$ cat src/rtl/hash_noise_color_texel_top_macros.svh
// Assertion macros for the hash noise color texel block.
// Included by modules that carry concurrent assertions; no other dependencies.
`ifndef HASH_NOISE_COLOR_TEXEL_TOP_MACROS_SVH
`define HASH_NOISE_COLOR_TEXEL_TOP_MACROS_SVH
`ifndef SYNTHESIS
`define HNCT_ASSERT(label, clk, rstn, prop, msg) \
    label: assert property (@(posedge clk) disable iff (!(rstn)) (prop)) else $error(msg);
`define HNCT_ASSERT_NEXT(label, clk, rstn, ante, cons, msg) \
    label: assert property (@(posedge clk) disable iff (!(rstn)) (ante) |=> (cons)) \
        else $error(msg);
`else
`define HNCT_ASSERT(label, clk, rstn, prop, msg)
`define HNCT_ASSERT_NEXT(label, clk, rstn, ante, cons, msg)
`endif
`endif

$ cat src/rtl/hnct_pkg.sv
// Shared types and constants for the hash noise color texel pipeline.
// No dependencies.
`default_nettype none
package hnct_pkg;

    localparam int TEX_SIZE    = 64;
    localparam int COORD_W     = 6;
    localparam int BASE_W      = 16;
    localparam int ADDR_W      = 4;
    localparam int DATA_W      = 32;
    localparam int NUM_OCTAVES = 3;
    localparam int NUM_STAGES  = 8;

    // stage register indexes
    localparam int STG_HASH   = 0;
    localparam int STG_MIX    = 1;
    localparam int STG_WEIGHT = 2;
    localparam int STG_NOISE  = 3;
    localparam int STG_CENTER = 4;
    localparam int STG_SCALE  = 5;
    localparam int STG_CLAMP  = 6;
    localparam int STG_BYTE   = 7;

    localparam logic [31:0] HASH_MUL_X   = 32'd374761393;
    localparam logic [31:0] HASH_MUL_Y   = 32'd668265263;
    localparam logic [31:0] HASH_MUL_MIX = 32'd1274126177;

    localparam logic [23:0] Q24_HALF = 24'h800000;
    localparam logic [24:0] Q24_ONE  = 25'h1000000;

    localparam logic [23:0] OCTAVE_WEIGHT [NUM_OCTAVES] =
        '{24'd10066330, 24'd5033165, 24'd1677722};
    localparam int OCTAVE_SHIFT [NUM_OCTAVES] = '{2, 1, 0};

    localparam logic [23:0] LUM_RED   = 24'd5016388;
    localparam logic [23:0] LUM_GREEN = 24'd9848226;
    localparam logic [23:0] LUM_BLUE  = 24'd1912603;

    localparam logic [21:0] AMP_BASE = 22'd1342177;
    localparam logic [19:0] AMP_LUM  = 20'd671089;
    localparam logic [21:0] AMP_MAX  = 22'd2013266;

    localparam logic [BASE_W-1:0] BASE_RESET = 16'd52428;

    typedef enum logic [1:0] {
        REG_RED   = 2'd0,
        REG_GREEN = 2'd1,
        REG_BLUE  = 2'd2
    } cfg_reg_t;

    typedef struct packed {
        logic [NUM_STAGES-1:0] load;
    } pipe_ctrl_t;

    typedef struct packed {
        logic [24:0] red;
        logic [24:0] green;
        logic [24:0] blue;
    } color_q24_t;

endpackage
`default_nettype wire

$ cat src/rtl/hnct_channel.sv
// One color channel: round the scaled noise, add, clamp, convert to a byte.
// Depends on hnct_pkg.
`default_nettype none
module hnct_channel (
    input  wire logic                  aclk,
    input  wire hnct_pkg::pipe_ctrl_t  ctrl,
    input  wire logic [24:0]           c24,
    input  wire logic signed [47:0]    d48,
    output logic [7:0]                 byte_out
);

    logic [24:0] v_reg;
    logic [7:0]  byte_reg;

    logic signed [47:0] d_round;
    logic signed [25:0] d24;
    logic signed [26:0] sum;
    logic [24:0]        v_next;
    logic [31:0]        scaled;

    always_comb begin
        d_round = d48 + 48'sd8388608;
        d24     = 26'(d_round >>> 24);
        sum     = $signed({2'b00, c24}) + 27'(d24);
        if (sum < 27'sd0) begin
            v_next = '0;
        end else if (sum > 27'sd16777216) begin
            v_next = hnct_pkg::Q24_ONE;
        end else begin
            v_next = sum[24:0];
        end
        scaled = 32'(v_reg) * 32'd255;
    end

    always_ff @(posedge aclk) begin
        if (ctrl.load[hnct_pkg::STG_CLAMP]) begin
            v_reg <= v_next;
        end
        if (ctrl.load[hnct_pkg::STG_BYTE]) begin
            byte_reg <= scaled[31:24];
        end
    end

    assign byte_out = byte_reg;

endmodule
`default_nettype wire

$ cat config.mk
export PLATFORM = sky130hd
export DESIGN_NAME = hnct_channel
export DESIGN_NICKNAME = d
export VERILOG_FILES = /design/src/rtl/hash_noise_color_texel_top_macros.svh /design/src/rtl/hnct_pkg.sv /design/src/rtl/hnct_channel.sv
export SDC_FILE = /design/constraint.sdc
export NUM_CORES = 1
export LEC_CHECK = 0
export BUFFER_PORTS_ARGS = -buffer_cell sky130_fd_sc_hd__clkbuf_2
export CAP_MARGIN = 20
export CORE_MARGIN = 2
export CORE_UTILIZATION = 30
export CTS_CLUSTER_DIAMETER = 80
export DETAILED_ROUTE_END_ITERATION = 16
export MAX_ROUTING_LAYER = met4
export PLACE_DENSITY = 0.48
export SLEW_MARGIN = 5
export SYNTH_ARGS = -nofsm -noshare
export SYNTH_HDL_FRONTEND = slang
export SYNTH_SLANG_ARGS = --single-unit
$ cat constraint.sdc
create_clock -name aclk -period 5.15 [get_ports aclk]
set_input_delay 0.515 -clock aclk [delete_from_list [all_inputs] [get_ports aclk]]
set_output_delay 0.515 -clock aclk [all_outputs]
set_load 0.05 [all_outputs]
==> flow_summary.yaml <==
outcome:
  run_status: "completed"
detailed_routing:
  routed-via-count: 4931
  via_per_inst: 4.29
  first_pass_iters: 4
  finalWirelength_um: 14100
  wl_per_cell_um: 12.3
  iter_0_drt_violations: 147
  drt.antenna.violating_nets: 0
  drc: 0
synthesis:
  synth_edf_count: 33
  syn-cell-area_um2: 7310
  syn_inst: 745
  synth.ff_latch_count: 33
  synth_nets: 1018
  fraction_of_synthesis_flops_using_an_asynchronous_set_or_reset_pin_pct: 0
  yosysWarningCount: 0
  syn-mean-instance-area_um2: 9.81
  post_synth_num_cell_types: 62
  synth_sequential_area_ratio_pct: 13.6
  synth_flop_cell: "edfxtp_1"
worst_setup_path:
  critical_path_peak_fanout: 4
  endpoint_kind: "flop"
  setup.worst_path.class: "flop to flop"
  setup.worst_path.end: "byte_out[3]"
  critical_path_required_ps: 5180
  worst-r2r-cell-count: 17
  rr_startpoint: "v_reg[9]"
  critical_path.max_stage_delay_ps: 580
  setup.worst_path.start_class: "flop"
  setup.worst_path.start: "v_reg[9]"
  slowest_stage_cell_crit_path: "fa_1"
  r2r_setup_slack_ps: 240
  timing.rr.end: "byte_out[3]"
  arrival_ps: 4940
  path_cells: "fa_1, inv_1, fa_1, inv_1, fa_1, inv_1, fa_1, inv_1, ha_1, a21oi_2, a21boi_0, a31o_2, a211oi_2, o41a_1, o21a_1, nor2_1, xnor2_1"
finish:
  layout_commonest_cell: "inv_1"
  final_net_count: 1098
  layout-drive-gt1-share_pct: 16.3
  antenna-diode-count: 0
  mostFrequentLayoutCells: "inv_1 (189), fa_1 (115), ha_1 (76), clkbuf_2 (60), a21oi_1 (35)"
  flow.area_growth_from_synthesis_pct: 13.5
  largest_reg_flops: 25
timing:
  setup_violations: 0
  final.setup_skew_ps: 4.86
  worst_pin_slew_ps: 611
  timing.final.hold_violations: 0
  number_of_pins_exceeding_their_max_slew_limit_in_the_final_report: 0
  final.hold.worst_slack_ps: 592
  fmax_mhz: 204
  fin_setup_tns_ps: 0
  layout_worst_path_cycle_share_pct: 95.3
  maxSlewHeadroom_pct: 58.7
  min_period_ps: 4910
placement:
  port-buffer-count: 60
  post-dp-hpwl_um: 12700
  place_congestion: 0.801
grt:
  grt_usage_pct: 11.9
  first_global_vias: 5241
  globalRouteOverflowTotal: 0
  grt_start_max_net_pins: 26
  grt_antenna_before_repair: 0
  wire_length_of_the_first_global_routing_pass_um: 24600
floorplanning:
  initial_util_pct: 30.3
  chipWidth_um: 160
  die-height_um: 160
  design.die.area_um2: 25600
  top_level_ports: 90
  core-area_um2: 24100
  num_rows: 57
clock_network:
  clock_insertion_delay_worst_skew_ps: 280
  cts.path.max_buffers: 2
  cts_tree: "done"
  cts_max_level: 2
  cts_buffers: 5
  cts.sinks: 33
  clockRootBuffer: "clkbuf_16"
  cts_clock_pin_slew_for_the_worst_setup_and_hold_paths_ps: 50
run:
  max_cap_violations: 0
min_path:
  min_path_type: "primary input to flop"
area by class of cell:
class | count | area (µm²)
Clock inverter | 3 | 12.5
Fill cell | 2551 | 15800
Clock buffer | 5 | 125
Sequential cell | 33 | 991
Timing Repair Buffer | 83 | 498
Inverter | 190 | 713
Tap cell | 324 | 405
Multi-Input combinational cell | 512 | 5550
worst min-delay path by stage:
stage	cells past startpoint	end	slack [ps]	start
4_1_cts	1	byte_out[1]	600	ctrl[7]
5_1_grt	1	byte_out[1]	620	ctrl[7]
6_report	1	byte_out[1]	590	ctrl[7]
3_3_place_gp	1	byte_out[0]	900	ctrl[7]
3_5_place_dp	1	byte_out[0]	890	ctrl[7]
2_1_floorplan	0	byte_out[0]	630	ctrl[7]
timing repair:
item,in CTS,in global routing
hold buffers,0,0
resized for setup,0,7
endpoints found under the setup margin,0,3
buffers inserted,0,10
hold endpoints to repair,0,0
cells in the mapped netlist, drive strengths merged, types with 2 or more instances:
cell type | number | area [µm²]
a211oi | 11 | 87.6
a21boi | 2 | 15.0
a21o | 20 | 150
a21oi | 39 | 214
a31o | 2 | 17.5
a31oi | 9 | 62.6
and2 | 5 | 31.3
and3 | 10 | 62.6
and4 | 4 | 35.0
buf | 10 | 77.6
edfxtp | 33 | 991
fa | 115 | 2300
ha | 76 | 951
inv | 190 | 713
nand2 | 23 | 86.3
nand3 | 9 | 50.1
nand4 | 14 | 93.8
nor2 | 27 | 101
nor2b | 3 | 18.8
nor3 | 26 | 241
nor3b | 2 | 25.0
nor4 | 3 | 18.8
o2111ai | 2 | 35.0
o211a | 2 | 20.0
o211ai | 5 | 37.5
o21a | 7 | 52.6
o21ai | 21 | 116
o21bai | 3 | 22.5
o221ai | 3 | 32.5
o31ai | 2 | 15.0
xnor2 | 32 | 307
xor2 | 21 | 184
metrics by stage:
stage,instances,setup WS [ps],area [µm²],utilization [%]
after CTS,1140,94.4,8200,34.0
after detailed placement,1132,109,8060,33.4
after global routing,1150,-12.4,8300,34.4
after global placement,1132,127,8060,33.4
after floorplan,745,452,7310,-
final,1150,241,8300,34.4
worst max-delay path: cells and delay by family (launching register included):
family | cells | cell delay, ps
buffers and inverters | 4 | 230
AOI/OAI and AO/OA | 6 | 1320
xor gates and xnor gates | 1 | 70
and+or+nand+nor | 1 | 110
adders and majority gates | 5 | 2490
DFF | 1 | 470
cell families (layout without fill, tap and decap cells):
group	count (synthesis)	after routing	share of synthesized area (%)
xor+xnor	53	53	6.71
compound gates	136	136	13.3
flops	33	33	13.6
mux	1	1	0.154
simple gates	131	131	11.0
buf+inv	200	281	10.8
fa+ha+maj	191	191	44.5
metal layers:
metal,up-vias,routed length [µm],track usage [%]
li1,2601,-,-
met1,2251,7190,16.0
met2,68,6510,19.4
met3,11,265,1.17
met4,0,173,2.83
met5,-,0,-
Power is left out: the tool's default activity adds up to more than one toggle a clock period on the data nets, which glitch-free logic cannot reach.
