## src/rtl/hash_noise_color_texel_top_macros.svh

```systemverilog
// Assertion macros for the hash noise color texel block.
// Included by modules that carry concurrent assertions; no other dependencies.
`ifndef HASH_NOISE_COLOR_TEXEL_TOP_MACROS_SVH
`define HASH_NOISE_COLOR_TEXEL_TOP_MACROS_SVH
`ifndef SYNTHESIS
`define HNCT_ASSERT(label, clk, rstn, prop, msg) \
    label: assert property (@(posedge clk) disable iff (!(rstn)) (prop)) else $error(msg);
`define HNCT_ASSERT_NEXT(label, clk, rstn, ante, cons, msg) \
    label: assert property (@(posedge clk) disable iff (!(rstn)) (ante) |=> (cons)) \
        else $error(msg);
`else
`define HNCT_ASSERT(label, clk, rstn, prop, msg)
`define HNCT_ASSERT_NEXT(label, clk, rstn, ante, cons, msg)
`endif
`endif

```

## src/rtl/hnct_pkg.sv

```systemverilog
// Shared types and constants for the hash noise color texel pipeline.
// No dependencies.
`default_nettype none
package hnct_pkg;

    localparam int TEX_SIZE    = 64;
    localparam int COORD_W     = 6;
    localparam int BASE_W      = 16;
    localparam int ADDR_W      = 4;
    localparam int DATA_W      = 32;
    localparam int NUM_OCTAVES = 3;
    localparam int NUM_STAGES  = 8;

    // stage register indexes
    localparam int STG_HASH   = 0;
    localparam int STG_MIX    = 1;
    localparam int STG_WEIGHT = 2;
    localparam int STG_NOISE  = 3;
    localparam int STG_CENTER = 4;
    localparam int STG_SCALE  = 5;
    localparam int STG_CLAMP  = 6;
    localparam int STG_BYTE   = 7;

    localparam logic [31:0] HASH_MUL_X   = 32'd374761393;
    localparam logic [31:0] HASH_MUL_Y   = 32'd668265263;
    localparam logic [31:0] HASH_MUL_MIX = 32'd1274126177;

    localparam logic [23:0] Q24_HALF = 24'h800000;
    localparam logic [24:0] Q24_ONE  = 25'h1000000;

    localparam logic [23:0] OCTAVE_WEIGHT [NUM_OCTAVES] =
        '{24'd10066330, 24'd5033165, 24'd1677722};
    localparam int OCTAVE_SHIFT [NUM_OCTAVES] = '{2, 1, 0};

    localparam logic [23:0] LUM_RED   = 24'd5016388;
    localparam logic [23:0] LUM_GREEN = 24'd9848226;
    localparam logic [23:0] LUM_BLUE  = 24'd1912603;

    localparam logic [21:0] AMP_BASE = 22'd1342177;
    localparam logic [19:0] AMP_LUM  = 20'd671089;
    localparam logic [21:0] AMP_MAX  = 22'd2013266;

    localparam logic [BASE_W-1:0] BASE_RESET = 16'd52428;

    typedef enum logic [1:0] {
        REG_RED   = 2'd0,
        REG_GREEN = 2'd1,
        REG_BLUE  = 2'd2
    } cfg_reg_t;

    typedef struct packed {
        logic [NUM_STAGES-1:0] load;
    } pipe_ctrl_t;

    typedef struct packed {
        logic [24:0] red;
        logic [24:0] green;
        logic [24:0] blue;
    } color_q24_t;

endpackage
`default_nettype wire

```

## src/rtl/hnct_hash_lane.sv

```systemverilog
// One octave lane: integer hash of a coordinate pair, then weighting in Q48.
// Depends on hnct_pkg.
`default_nettype none
module hnct_hash_lane (
    input  wire logic                          aclk,
    input  wire hnct_pkg::pipe_ctrl_t          ctrl,
    input  wire logic [hnct_pkg::COORD_W-1:0]  coord_x,
    input  wire logic [hnct_pkg::COORD_W-1:0]  coord_y,
    input  wire logic [23:0]                   weight,
    output logic [47:0]                        prod
);

    logic [31:0] hash_reg;
    logic [31:0] mix_reg;
    logic [47:0] prod_reg;

    logic [31:0] hash_next;
    logic [31:0] mix_next;
    logic [31:0] fold;
    logic [47:0] prod_next;

    always_comb begin
        hash_next = 32'(32'(coord_x) * hnct_pkg::HASH_MUL_X + 32'(coord_y) * hnct_pkg::HASH_MUL_Y);
        mix_next  = 32'((hash_reg ^ (hash_reg >> 13)) * hnct_pkg::HASH_MUL_MIX);
        fold      = mix_reg ^ (mix_reg >> 16);
        prod_next = 48'(fold[23:0]) * 48'(weight);
    end

    always_ff @(posedge aclk) begin
        if (ctrl.load[hnct_pkg::STG_HASH]) begin
            hash_reg <= hash_next;
        end
        if (ctrl.load[hnct_pkg::STG_MIX]) begin
            mix_reg <= mix_next;
        end
        if (ctrl.load[hnct_pkg::STG_WEIGHT]) begin
            prod_reg <= prod_next;
        end
    end

    assign prod = prod_reg;

endmodule
`default_nettype wire

```

## config.mk

```make
export PLATFORM = sky130hd
export DESIGN_NAME = hnct_hash_lane
export DESIGN_NICKNAME = d
export VERILOG_FILES = /design/src/rtl/hash_noise_color_texel_top_macros.svh /design/src/rtl/hnct_pkg.sv /design/src/rtl/hnct_hash_lane.sv
export SDC_FILE = /design/constraint.sdc
export NUM_CORES = 2
export LEC_CHECK = 0
export BUFFER_PORTS_ARGS = -buffer_cell sky130_fd_sc_hd__buf_2
export CORE_MARGIN = 5
export CORE_UTILIZATION = 46
export DETAILED_ROUTE_END_ITERATION = 10
export GPL_TIMING_DRIVEN = 0
export PLACE_DENSITY = 0.61
export SLEW_MARGIN = 10
export SYNTH_ARGS = -nofsm -noshare
export SYNTH_HDL_FRONTEND = slang
export SYNTH_SLANG_ARGS = --single-unit
```

## constraint.sdc

```tcl
create_clock -name aclk -period 20.9 [get_ports aclk]
set_input_delay 1.045 -clock aclk [delete_from_list [all_inputs] [get_ports aclk]]
set_output_delay 1.045 -clock aclk [all_outputs]
set_load 0.1 [all_outputs]
```

==> impl_metrics.json <==
{
  "cp.required_ns": 21.05,
  "layout_min_cycle_time_ns": 8.89,
  "clkTransAtPathRegs_ns": 0.09,
  "worstSkewPairLatency_ns": 0.41,
  "die_y_um": 288,
  "dpl_cell_area_mm2": 0.0374,
  "async_flop_share": 0,
  "postSynthCellCount": 3616,
  "drv_slew": 0,
  "cts-root-buf": "clkbuf_16",
  "cts_tree": "built",
  "fillers": 7344,
  "synth_edf_count": 112,
  "postRouteAntennaNets": 0,
  "synth.avg_cell_area_um2": 9.86,
  "gp_congestion": 0.987,
  "timing.final.crit_share": 0.425,
  "min_path_type": "reg -> reg",
  "grt_pass1_vias": 26600,
  "antenna_found_initial": 4,
  "path_class": "reg -> reg",
  "drive_above_1_share": 0.0366,
  "cts_setup_buffers": 0,
  "largest_reg_flops": 48,
  "outcome": "finished clean",
  "wirelength_um": 98200,
  "dieArea_mm2": 0.0831,
  "ys_seq_area_frac": 0.0944,
  "syn_nets": 4876,
  "drt_iter0_markers": 1597,
  "cts_buffer_depth": 2,
  "slew_headroom": 0.173,
  "die_x_um": 288,
  "grt_pass1_wl_um": 154000,
  "fin_nets": 4975,
  "rows": 102,
  "synth_most_common_cell": "inv_1",
  "grt_usage": 0.246,
  "drc": 0,
  "clock_skew_ns": 0.0218,
  "synth_area_mm2": 0.0356,
  "yosys.area.top_type": "fa_1",
  "cts_buffers": 9,
  "firstDrtPassIters": 7,
  "synth_cell_types": 69,
  "synth.top_cells.by_area": "fa_1 45%, ha_1 15%, inv_1 11%",
  "path_max_fanout": 10,
  "synth-warning-count": 0,
  "setup_violations": 0,
  "flow.area_growth_from_synthesis_pct": 5.89,
  "io_buffers": 87,
  "maxCapViolCount": 0,
  "cp-start-kind": "flop",
  "worst_ep_arrival_time_ns": 9.04,
  "start_util": 0.462,
  "hold_buffers": 0,
  "rsz0062_at_grt": "false",
  "worstMarginPinSlew_ns": 1.24,
  "fin_tns_setup_ns": 0,
  "place.detailed.hpwl_um": 85100,
  "ys_ff_latch": 112,
  "h-tree-depth": 3,
  "vias": 24400,
  "grt_max_degree": 49,
  "final_hold_viol_count": 0,
  "cts.repair.resized": 0,
  "overflow": 0,
  "io_pins": 93,
  "wl_per_cell_um": 20.6,
  "fmax_ghz": 0.112,
  "cts.sinks": 112,
  "coreArea_mm2": 0.0771,
  "fin_area_mm2": 0.0377,
  "vias_per_cell": 5.12,
  "synthFlopType": "edfxtp_1",
  "yosys-top-cells-count": "1017 x inv_1, 795 x fa_1, 420 x ha_1, 329 x nand2_1, 290 x and2_1",
  "synth_top_area_frac": 0.447,
  "endpoint_kind": "flop"
}
## path summary, 6_finish.rpt
| path | from | to | slack (ns) | depth (start not counted) |
|---|---|---|---|---|
| setup reg to reg | mix_reg[13] | prod[45] | 12.01 | 22 |
| setup / recovery | mix_reg[13] | prod[45] | 12.01 | 22 |
| hold / removal | hash_reg[2] | mix_reg[2] | 0.84 | 1 |
| hold reg to reg | hash_reg[2] | mix_reg[2] | 0.84 | 1 |
## critical path: stages, from the launching register on
cell and delay [ns]:
edfxtp_1 0.41, xor2_1 0.92, clkbuf_1 0.73, nand2_1 0.18, fa_1 0.57, inv_1 0.05, fa_1 0.48, fa_1 0.58
fa_1 0.45, fa_1 0.48, fa_1 0.49, inv_1 0.05, fa_1 0.65, inv_1 0.09, ha_1 0.48, nand3_1 0.28
nor2_1 0.20, o2111ai_1 0.28, a21oi_1 0.49, o21ai_1 0.18, a21oi_1 0.25, o221ai_1 0.18, xnor2_1 0.15
## area by class of cell
class | instances | area (um^2) | area share
Clock buffer | 9 | 225 | 0.00597
Tap cell | 1040 | 1300 | 0.0345
Multi-Input combinational cell | 2389 | 28100 | 0.745
Timing Repair Buffer | 88 | 450 | 0.0119
Clock inverter | 7 | 87.6 | 0.00232
Antenna cell | 5 | 12.5 | 0.000332
Sequential cell | 112 | 3360 | 0.0891
Buffer | 98 | 369 | 0.00978
Inverter | 1017 | 3820 | 0.101
## logic make-up (layout without fill, tap and decap cells)
kind of cell | count (synthesis) | after routing | share of synthesized area
buffers and inverters | 1115 | 1219 | 0.117
other | 0 | 5 | 0
XOR/XNOR | 151 | 151 | 0.0371
AND/OR/NAND/NOR | 762 | 762 | 0.106
AO/OA/AOI/OAI | 259 | 259 | 0.0502
adder cells (fa/ha/maj) | 1215 | 1215 | 0.594
flip-flops | 112 | 112 | 0.0944
multiplexers | 2 | 2 | 0.000597
## through the flow
step            util  std cells  hold slack, ns  worst slack (ns)
3_5_place_dp   0.485       4744           0.912             12.08
4_1_cts        0.489       4760           0.928             12.07
6_report       0.490       4765           0.843             12.01
3_3_place_gp   0.485       4743           0.909             12.05
5_1_grt        0.489       4760           0.876             11.74
2_1_floorplan      -       3616           0.674             13.63
## routing by layer
layer	part of all wire	up-vias	global-route usage
met5	0.00011	-	0
met4	0.052	2	0.105
met3	0.067	245	0.0344
met2	0.49	825	0.424
met1	0.39	12400	0.312
li1	-	11000	-
## cell usage in the layout, fill, tap and decap left out, types with 5 or more instances in the layout
| master | instances |
|---|---|
| nand3_1 | 13 |
| o31ai_1 | 8 |
| nor2_1 | 61 |
| clkbuf_16 | 9 |
| a21o_1 | 32 |
| buf_2 | 88 |
| and3_1 | 8 |
| fa_1 | 795 |
| xor2_1 | 57 |
| a21oi_1 | 69 |
| and2_1 | 290 |
| inv_1 | 1017 |
| xnor2_1 | 91 |
| or2_2 | 9 |
| edfxtp_1 | 112 |
| nand2b_1 | 7 |
| a31oi_1 | 9 |
| nand2_1 | 329 |
| o21a_1 | 18 |
| o21ai_0 | 43 |
| diode_2 | 5 |
| nor2b_1 | 11 |
| nor3_1 | 17 |
| ha_1 | 420 |
| o21bai_1 | 8 |
| a211oi_1 | 14 |
| clkbuf_1 | 97 |
Power is left out: the tool's default activity adds up to more than one toggle a clock period on the data nets, which glitch-free logic cannot reach.
