## config.mk

```make
export PLATFORM = sky130hd
export DESIGN_NAME = hnct_color_prep
export DESIGN_NICKNAME = d
export VERILOG_FILES = /design/src/rtl/hash_noise_color_texel_top_macros.svh /design/src/rtl/hnct_pkg.sv /design/src/rtl/hnct_color_prep.sv
export SDC_FILE = /design/constraint.sdc
export NUM_CORES = 2
export LEC_CHECK = 0
export BUFFER_PORTS_ARGS = -buffer_cell sky130_fd_sc_hd__buf_4
export CORE_AREA = 2 2 321 323
export DETAILED_ROUTE_END_ITERATION = 7
export DIE_AREA = 0 0 323 325
export GPL_TIMING_DRIVEN = 0
export PLACE_DENSITY = 0.74
export SYNTH_ARGS = -nofsm -noshare
export SYNTH_HDL_FRONTEND = slang
export SYNTH_SLANG_ARGS = --single-unit
```

## constraint.sdc

```tcl
create_clock -name aclk -period 18 [get_ports aclk]
set_input_delay 3.6 -clock aclk [delete_from_list [all_inputs] [get_ports aclk]]
set_output_delay 3.6 -clock aclk [all_outputs]
set_load 0.02 [all_outputs]
```

## src/rtl/hash_noise_color_texel_top_macros.svh

```systemverilog
// Assertion macros for the hash noise color texel block.
// Included by modules that carry concurrent assertions; no other dependencies.
`ifndef HASH_NOISE_COLOR_TEXEL_TOP_MACROS_SVH
`define HASH_NOISE_COLOR_TEXEL_TOP_MACROS_SVH
`ifndef SYNTHESIS
`define HNCT_ASSERT(label, clk, rstn, prop, msg) \
    label: assert property (@(posedge clk) disable iff (!(rstn)) (prop)) else $error(msg);
`define HNCT_ASSERT_NEXT(label, clk, rstn, ante, cons, msg) \
    label: assert property (@(posedge clk) disable iff (!(rstn)) (ante) |=> (cons)) \
        else $error(msg);
`else
`define HNCT_ASSERT(label, clk, rstn, prop, msg)
`define HNCT_ASSERT_NEXT(label, clk, rstn, ante, cons, msg)
`endif
`endif

```

## src/rtl/hnct_pkg.sv

```systemverilog
// Shared types and constants for the hash noise color texel pipeline.
// No dependencies.
`default_nettype none
package hnct_pkg;

    localparam int TEX_SIZE    = 64;
    localparam int COORD_W     = 6;
    localparam int BASE_W      = 16;
    localparam int ADDR_W      = 4;
    localparam int DATA_W      = 32;
    localparam int NUM_OCTAVES = 3;
    localparam int NUM_STAGES  = 8;

    // stage register indexes
    localparam int STG_HASH   = 0;
    localparam int STG_MIX    = 1;
    localparam int STG_WEIGHT = 2;
    localparam int STG_NOISE  = 3;
    localparam int STG_CENTER = 4;
    localparam int STG_SCALE  = 5;
    localparam int STG_CLAMP  = 6;
    localparam int STG_BYTE   = 7;

    localparam logic [31:0] HASH_MUL_X   = 32'd374761393;
    localparam logic [31:0] HASH_MUL_Y   = 32'd668265263;
    localparam logic [31:0] HASH_MUL_MIX = 32'd1274126177;

    localparam logic [23:0] Q24_HALF = 24'h800000;
    localparam logic [24:0] Q24_ONE  = 25'h1000000;

    localparam logic [23:0] OCTAVE_WEIGHT [NUM_OCTAVES] =
        '{24'd10066330, 24'd5033165, 24'd1677722};
    localparam int OCTAVE_SHIFT [NUM_OCTAVES] = '{2, 1, 0};

    localparam logic [23:0] LUM_RED   = 24'd5016388;
    localparam logic [23:0] LUM_GREEN = 24'd9848226;
    localparam logic [23:0] LUM_BLUE  = 24'd1912603;

    localparam logic [21:0] AMP_BASE = 22'd1342177;
    localparam logic [19:0] AMP_LUM  = 20'd671089;
    localparam logic [21:0] AMP_MAX  = 22'd2013266;

    localparam logic [BASE_W-1:0] BASE_RESET = 16'd52428;

    typedef enum logic [1:0] {
        REG_RED   = 2'd0,
        REG_GREEN = 2'd1,
        REG_BLUE  = 2'd2
    } cfg_reg_t;

    typedef struct packed {
        logic [NUM_STAGES-1:0] load;
    } pipe_ctrl_t;

    typedef struct packed {
        logic [24:0] red;
        logic [24:0] green;
        logic [24:0] blue;
    } color_q24_t;

endpackage
`default_nettype wire

```

## src/rtl/hnct_color_prep.sv

```systemverilog
// Base color to Q24, luminance and noise amplitude, five register stages.
// Depends on hnct_pkg.
`default_nettype none
module hnct_color_prep (
    input  wire logic                         aclk,
    input  wire hnct_pkg::pipe_ctrl_t         ctrl,
    input  wire logic [hnct_pkg::BASE_W-1:0]  base_red,
    input  wire logic [hnct_pkg::BASE_W-1:0]  base_green,
    input  wire logic [hnct_pkg::BASE_W-1:0]  base_blue,
    output hnct_pkg::color_q24_t              color,
    output logic [21:0]                       amp24
);

    // c * 2^24 / 65535 rounded; x / 65535 as (x + (x >> 16) + 1) >> 16
    function automatic logic [24:0] to_q24(input logic [hnct_pkg::BASE_W-1:0] c);
        logic [24:0] x;
        logic [24:0] q;
        x = {1'b0, c, 8'h00} + 25'd32767;
        q = (x + (x >> 16) + 25'd1) >> 16;
        return {1'b0, c, 8'h00} + q;
    endfunction

    hnct_pkg::color_q24_t c1_reg, c2_reg, c3_reg, c4_reg, c5_reg;
    logic [47:0] lp_red_reg, lp_green_reg, lp_blue_reg;
    logic [24:0] lum_reg;
    logic [44:0] ap_reg;
    logic [21:0] amp_reg;

    logic [49:0] lum_sum;
    logic [24:0] lum_next;
    logic [44:0] ap_round;
    logic [21:0] amp_next;

    always_comb begin
        lum_sum  = 50'(lp_red_reg) + 50'(lp_green_reg) + 50'(lp_blue_reg)
                 + 50'(hnct_pkg::Q24_HALF);
        lum_next = 25'(lum_sum >> 24);
        ap_round = ap_reg + 45'(hnct_pkg::Q24_HALF);
        amp_next = hnct_pkg::AMP_BASE + 22'(ap_round >> 24);
    end

    always_ff @(posedge aclk) begin
        if (ctrl.load[hnct_pkg::STG_HASH]) begin
            c1_reg.red   <= to_q24(base_red);
            c1_reg.green <= to_q24(base_green);
            c1_reg.blue  <= to_q24(base_blue);
        end
        if (ctrl.load[hnct_pkg::STG_MIX]) begin
            c2_reg       <= c1_reg;
            lp_red_reg   <= 48'(c1_reg.red) * 48'(hnct_pkg::LUM_RED);
            lp_green_reg <= 48'(c1_reg.green) * 48'(hnct_pkg::LUM_GREEN);
            lp_blue_reg  <= 48'(c1_reg.blue) * 48'(hnct_pkg::LUM_BLUE);
        end
        if (ctrl.load[hnct_pkg::STG_WEIGHT]) begin
            c3_reg  <= c2_reg;
            lum_reg <= lum_next;
        end
        if (ctrl.load[hnct_pkg::STG_NOISE]) begin
            c4_reg <= c3_reg;
            ap_reg <= 45'(lum_reg) * 45'(hnct_pkg::AMP_LUM);
        end
        if (ctrl.load[hnct_pkg::STG_CENTER]) begin
            c5_reg  <= c4_reg;
            amp_reg <= amp_next;
        end
    end

    assign color = c5_reg;
    assign amp24 = amp_reg;

endmodule
`default_nettype wire

```

==> flow_results.xml <==
<?xml version="1.0" encoding="UTF-8"?>
<metrics>
  <group name="cts">
    <metric name="cts.repair.resized" unit="">0</metric>
    <metric name="clock_tree.buffer_depth" unit="">3</metric>
    <metric name="clock-root-buffer" unit="">sky130_fd_sc_hd__clkbuf_16</metric>
    <metric name="cts-hold-fix-buffers" unit="">0</metric>
    <metric name="cts_tree" unit="">yes</metric>
    <metric name="cts.reportedPaths.clkPinSlew" unit="ns">0.06</metric>
    <metric name="clkSinkCount" unit="">574</metric>
    <metric name="tritoncts.num_buffers" unit="">66</metric>
    <metric name="post_cts_buffers" unit="">0</metric>
    <metric name="cts-htree-levels" unit="">3</metric>
    <metric name="clk-insertion-delay-late" unit="ns">0.65</metric>
  </group>
  <group name="cells_and_area">
    <metric name="n_fill_cell" unit="">7852</metric>
    <metric name="sequential_cell_area" unit="um2">17200</metric>
    <metric name="multiInputGateArea" unit="um2">38400</metric>
    <metric name="layout-drive-gt1-share" unit="">0.0532</metric>
    <metric name="flow.area_growth_from_synthesis" unit="%">8.44</metric>
    <metric name="final_common_cell" unit="">sky130_fd_sc_hd__inv_1</metric>
    <metric name="final_nets" unit="">7293</metric>
    <metric name="final_cell_mix" unit="">sky130_fd_sc_hd__inv_1, sky130_fd_sc_hd__ha_1, sky130_fd_sc_hd__fa_1</metric>
  </group>
  <group name="global_route">
    <metric name="number_of_global_route_vias_before_repair" unit="">39500</metric>
    <metric name="grt_first_pass_wirelength" unit="mm">209</metric>
    <metric name="number_of_antenna_violations_at_the_first_check_in_global_routing" unit="">4</metric>
    <metric name="grt_remaining_overflow" unit="">0</metric>
    <metric name="global_route_usage_sum" unit="">0.257</metric>
    <metric name="grt_start_max_net_pins" unit="">93</metric>
  </group>
  <group name="synthesis">
    <metric name="avgSynthCellArea" unit="um2">11.6</metric>
    <metric name="synth.distinct_cells" unit="">91</metric>
    <metric name="synth_enable_flop_cells" unit="">574</metric>
    <metric name="ys_seq_area_frac" unit="">0.286</metric>
    <metric name="syn-cell-area" unit="um2">60300</metric>
    <metric name="synth-async-reset-ratio" unit="">0</metric>
    <metric name="syn_nets" unit="">7084</metric>
    <metric name="synthFlopType" unit="">sky130_fd_sc_hd__edfxtp_1</metric>
    <metric name="postSynthCellCount" unit="">5178</metric>
    <metric name="synth.ff_latch_count" unit="">574</metric>
    <metric name="number_of_synthesis_warnings" unit="">0</metric>
  </group>
  <group name="sta">
    <metric name="final_critical_path_share_of_the_clock_period" unit="">0.411</metric>
    <metric name="clock.fmax" unit="MHz">135</metric>
    <metric name="layout_setup_ws" unit="ns">10.60</metric>
    <metric name="final-max-slew-violation-count" unit="">0</metric>
    <metric name="finalWorstPathRequiredPeriod" unit="ns">7.40</metric>
    <metric name="clock-skew-final" unit="ns">0.0230</metric>
    <metric name="tns" unit="ns">0</metric>
    <metric name="timing_hold_violations_final" unit="">0</metric>
    <metric name="grt_setup_unrepaired" unit="">no</metric>
    <metric name="worstMarginPinSlew" unit="ns">1.14</metric>
    <metric name="setup_violations" unit="">0</metric>
    <metric name="timing.max_slew.rel_slack" unit="">0.241</metric>
  </group>
  <group name="status">
    <metric name="outcome" unit="">finished clean</metric>
  </group>
  <group name="worst_setup_path">
    <metric name="setup.worst_path.start_class" unit="">primary input</metric>
    <metric name="worstPathArrival" unit="ns">7.77</metric>
    <metric name="worst-r2r-setup-slack" unit="ns">10.62</metric>
    <metric name="end_point_of_the_critical_path" unit="">c1_reg[72]</metric>
    <metric name="cp.required" unit="ns">18.38</metric>
    <metric name="path_max_fanout" unit="">8</metric>
    <metric name="timing.critical_path.from" unit="">base_red[2]</metric>
    <metric name="worstReg2RegEnd" unit="">lp_blue_reg[44]</metric>
    <metric name="regToRegStartpoint" unit="">c1_reg[13]</metric>
    <metric name="type_of_the_worst_setup_path" unit="">primary input to flip-flop</metric>
    <metric name="critical_path.endpoint_type" unit="">flip-flop</metric>
    <metric name="reg2reg_depth" unit="">20</metric>
  </group>
  <group name="drt">
    <metric name="detailedRoute.firstIterationViolations" unit="">2156</metric>
    <metric name="detail_route.drc_violations" unit="">0</metric>
    <metric name="avgRoutedWirePerCell" unit="um">19.0</metric>
    <metric name="detail-route-antenna-nets" unit="">0</metric>
    <metric name="vias_per_cell" unit="">5.50</metric>
    <metric name="vias" unit="">37400</metric>
    <metric name="detail_route.first_pass.iterations" unit="">5</metric>
    <metric name="routed_wirelength" unit="mm">129</metric>
  </group>
  <group name="flow_run">
    <metric name="max-cap-violations" unit="">0</metric>
  </group>
  <group name="hold_path">
    <metric name="worstHoldPathType" unit="">flip-flop to flip-flop</metric>
  </group>
  <group name="die">
    <metric name="initial_utilization" unit="">0.595</metric>
    <metric name="chipHeight" unit="um">325</metric>
    <metric name="placement_rows" unit="">117</metric>
    <metric name="die_x" unit="um">323</metric>
    <metric name="die_area" unit="um2">105000</metric>
    <metric name="floorplan.io_pins" unit="">154</metric>
    <metric name="core_area" unit="um2">101000</metric>
  </group>
  <group name="placed_design">
    <metric name="hpwlAfterDp" unit="mm">105</metric>
    <metric name="post_placement_setup_slack" unit="ns">10.16</metric>
    <metric name="place.gp.congestion" unit="">0.913</metric>
    <metric name="port-buffer-count" unit="">136</metric>
  </group>
</metrics>
per-stage QoR:
| stage | hold slack (ns) | utilization | instances | cell area, um2 |
|---|---|---|---|---|
| 3_5_place_dp | 0.405 | 0.624 | 6687 | 63200 |
| 4_1_cts | 0.413 | 0.645 | 6804 | 65400 |
| 6_report | 0.412 | 0.645 | 6805 | 65400 |
| 3_3_place_gp | 0.401 | 0.622 | 6682 | 63000 |
| 5_1_grt | 0.421 | 0.645 | 6804 | 65400 |
| 2_1_floorplan | 0.400 | - | 5178 | 60300 |
cells in the mapped netlist, drive strengths merged, types with 39 or more instances:
cell / count / area [um2]
inv: 1184 / 4440
ha: 1102 / 13800
fa: 747 / 15000
edfxtp: 574 / 17200
a21oi: 201 / 1010
xnor2: 183 / 1600
nand2: 164 / 616
nor2: 123 / 469
a21o: 109 / 818
o21ai: 106 / 531
xor2: 83 / 727
nand3: 58 / 290
nand4: 44 / 282
clkbuf: 39 / 149
kinds of logic (layout without fill, tap and decap cells):
group / Yosys count / count (layout) / synth area share
compound gates: 642 / 642 / 0.0691
fa+ha+maj: 1849 / 1849 / 0.477
other cells: 0 / 1 / 0
mux: 4 / 4 / 0.000664
simple gates: 607 / 607 / 0.0515
xor+xnor: 266 / 266 / 0.0386
buf+inv: 1236 / 1494 / 0.0776
flops: 574 / 574 / 0.286
layout make-up:
cell class | instances | area share
Clock inverter | 45 | 0.00773
Tap cell | 1368 | 0.0262
Inverter | 1184 | 0.0680
Multi-Input combinational cell | 3368 | 0.587
Sequential cell | 574 | 0.264
Buffer | 52 | 0.00356
Timing Repair Buffer | 141 | 0.0179
Clock buffer | 72 | 0.0259
Antenna cell | 1 | 0.0000383
worst max-delay path: stages:
cell and delay, ns:
sky130_fd_sc_hd__clkbuf_1 0.26, sky130_fd_sc_hd__nor2_1 0.17, sky130_fd_sc_hd__a31oi_1 0.44, sky130_fd_sc_hd__a31oi_1 0.15, sky130_fd_sc_hd__nor4_1 0.38, sky130_fd_sc_hd__nand2_1 0.20, sky130_fd_sc_hd__nor3_2 0.40, sky130_fd_sc_hd__and3_1 0.23
sky130_fd_sc_hd__clkbuf_1 0.21, sky130_fd_sc_hd__o21ai_0 0.11, sky130_fd_sc_hd__a21oi_1 0.20, sky130_fd_sc_hd__ha_1 0.22, sky130_fd_sc_hd__ha_1 0.23, sky130_fd_sc_hd__nand2_1 0.09, sky130_fd_sc_hd__nor3_1 0.54, sky130_fd_sc_hd__nand3_1 0.18
sky130_fd_sc_hd__xnor2_1 0.16
layer usage:
layer | GRT usage | share of wire
met1 | 0.347 | 0.43
met2 | 0.431 | 0.49
met3 | 0.0395 | 0.050
met4 | 0.0766 | 0.028
met5 | 0 | 0.00010
worst min-delay path by stage:
stage | cells past startpoint | startpoint | endpoint | slack [ns]
4_1_cts | 0 | c4_reg[54] | color[54] | 0.41
3_5_place_dp | 0 | c2_reg[30] | c3_reg[30] | 0.40
2_1_floorplan | 0 | c2_reg[0] | c3_reg[0] | 0.40
6_report | 0 | c2_reg[30] | c3_reg[30] | 0.41
5_1_grt | 0 | c2_reg[37] | c3_reg[37] | 0.42
3_3_place_gp | 0 | c4_reg[49] | color[49] | 0.40
Power is not shown: default switching activity piles up to over one toggle a cycle in this logic, so the estimate is an artifact.
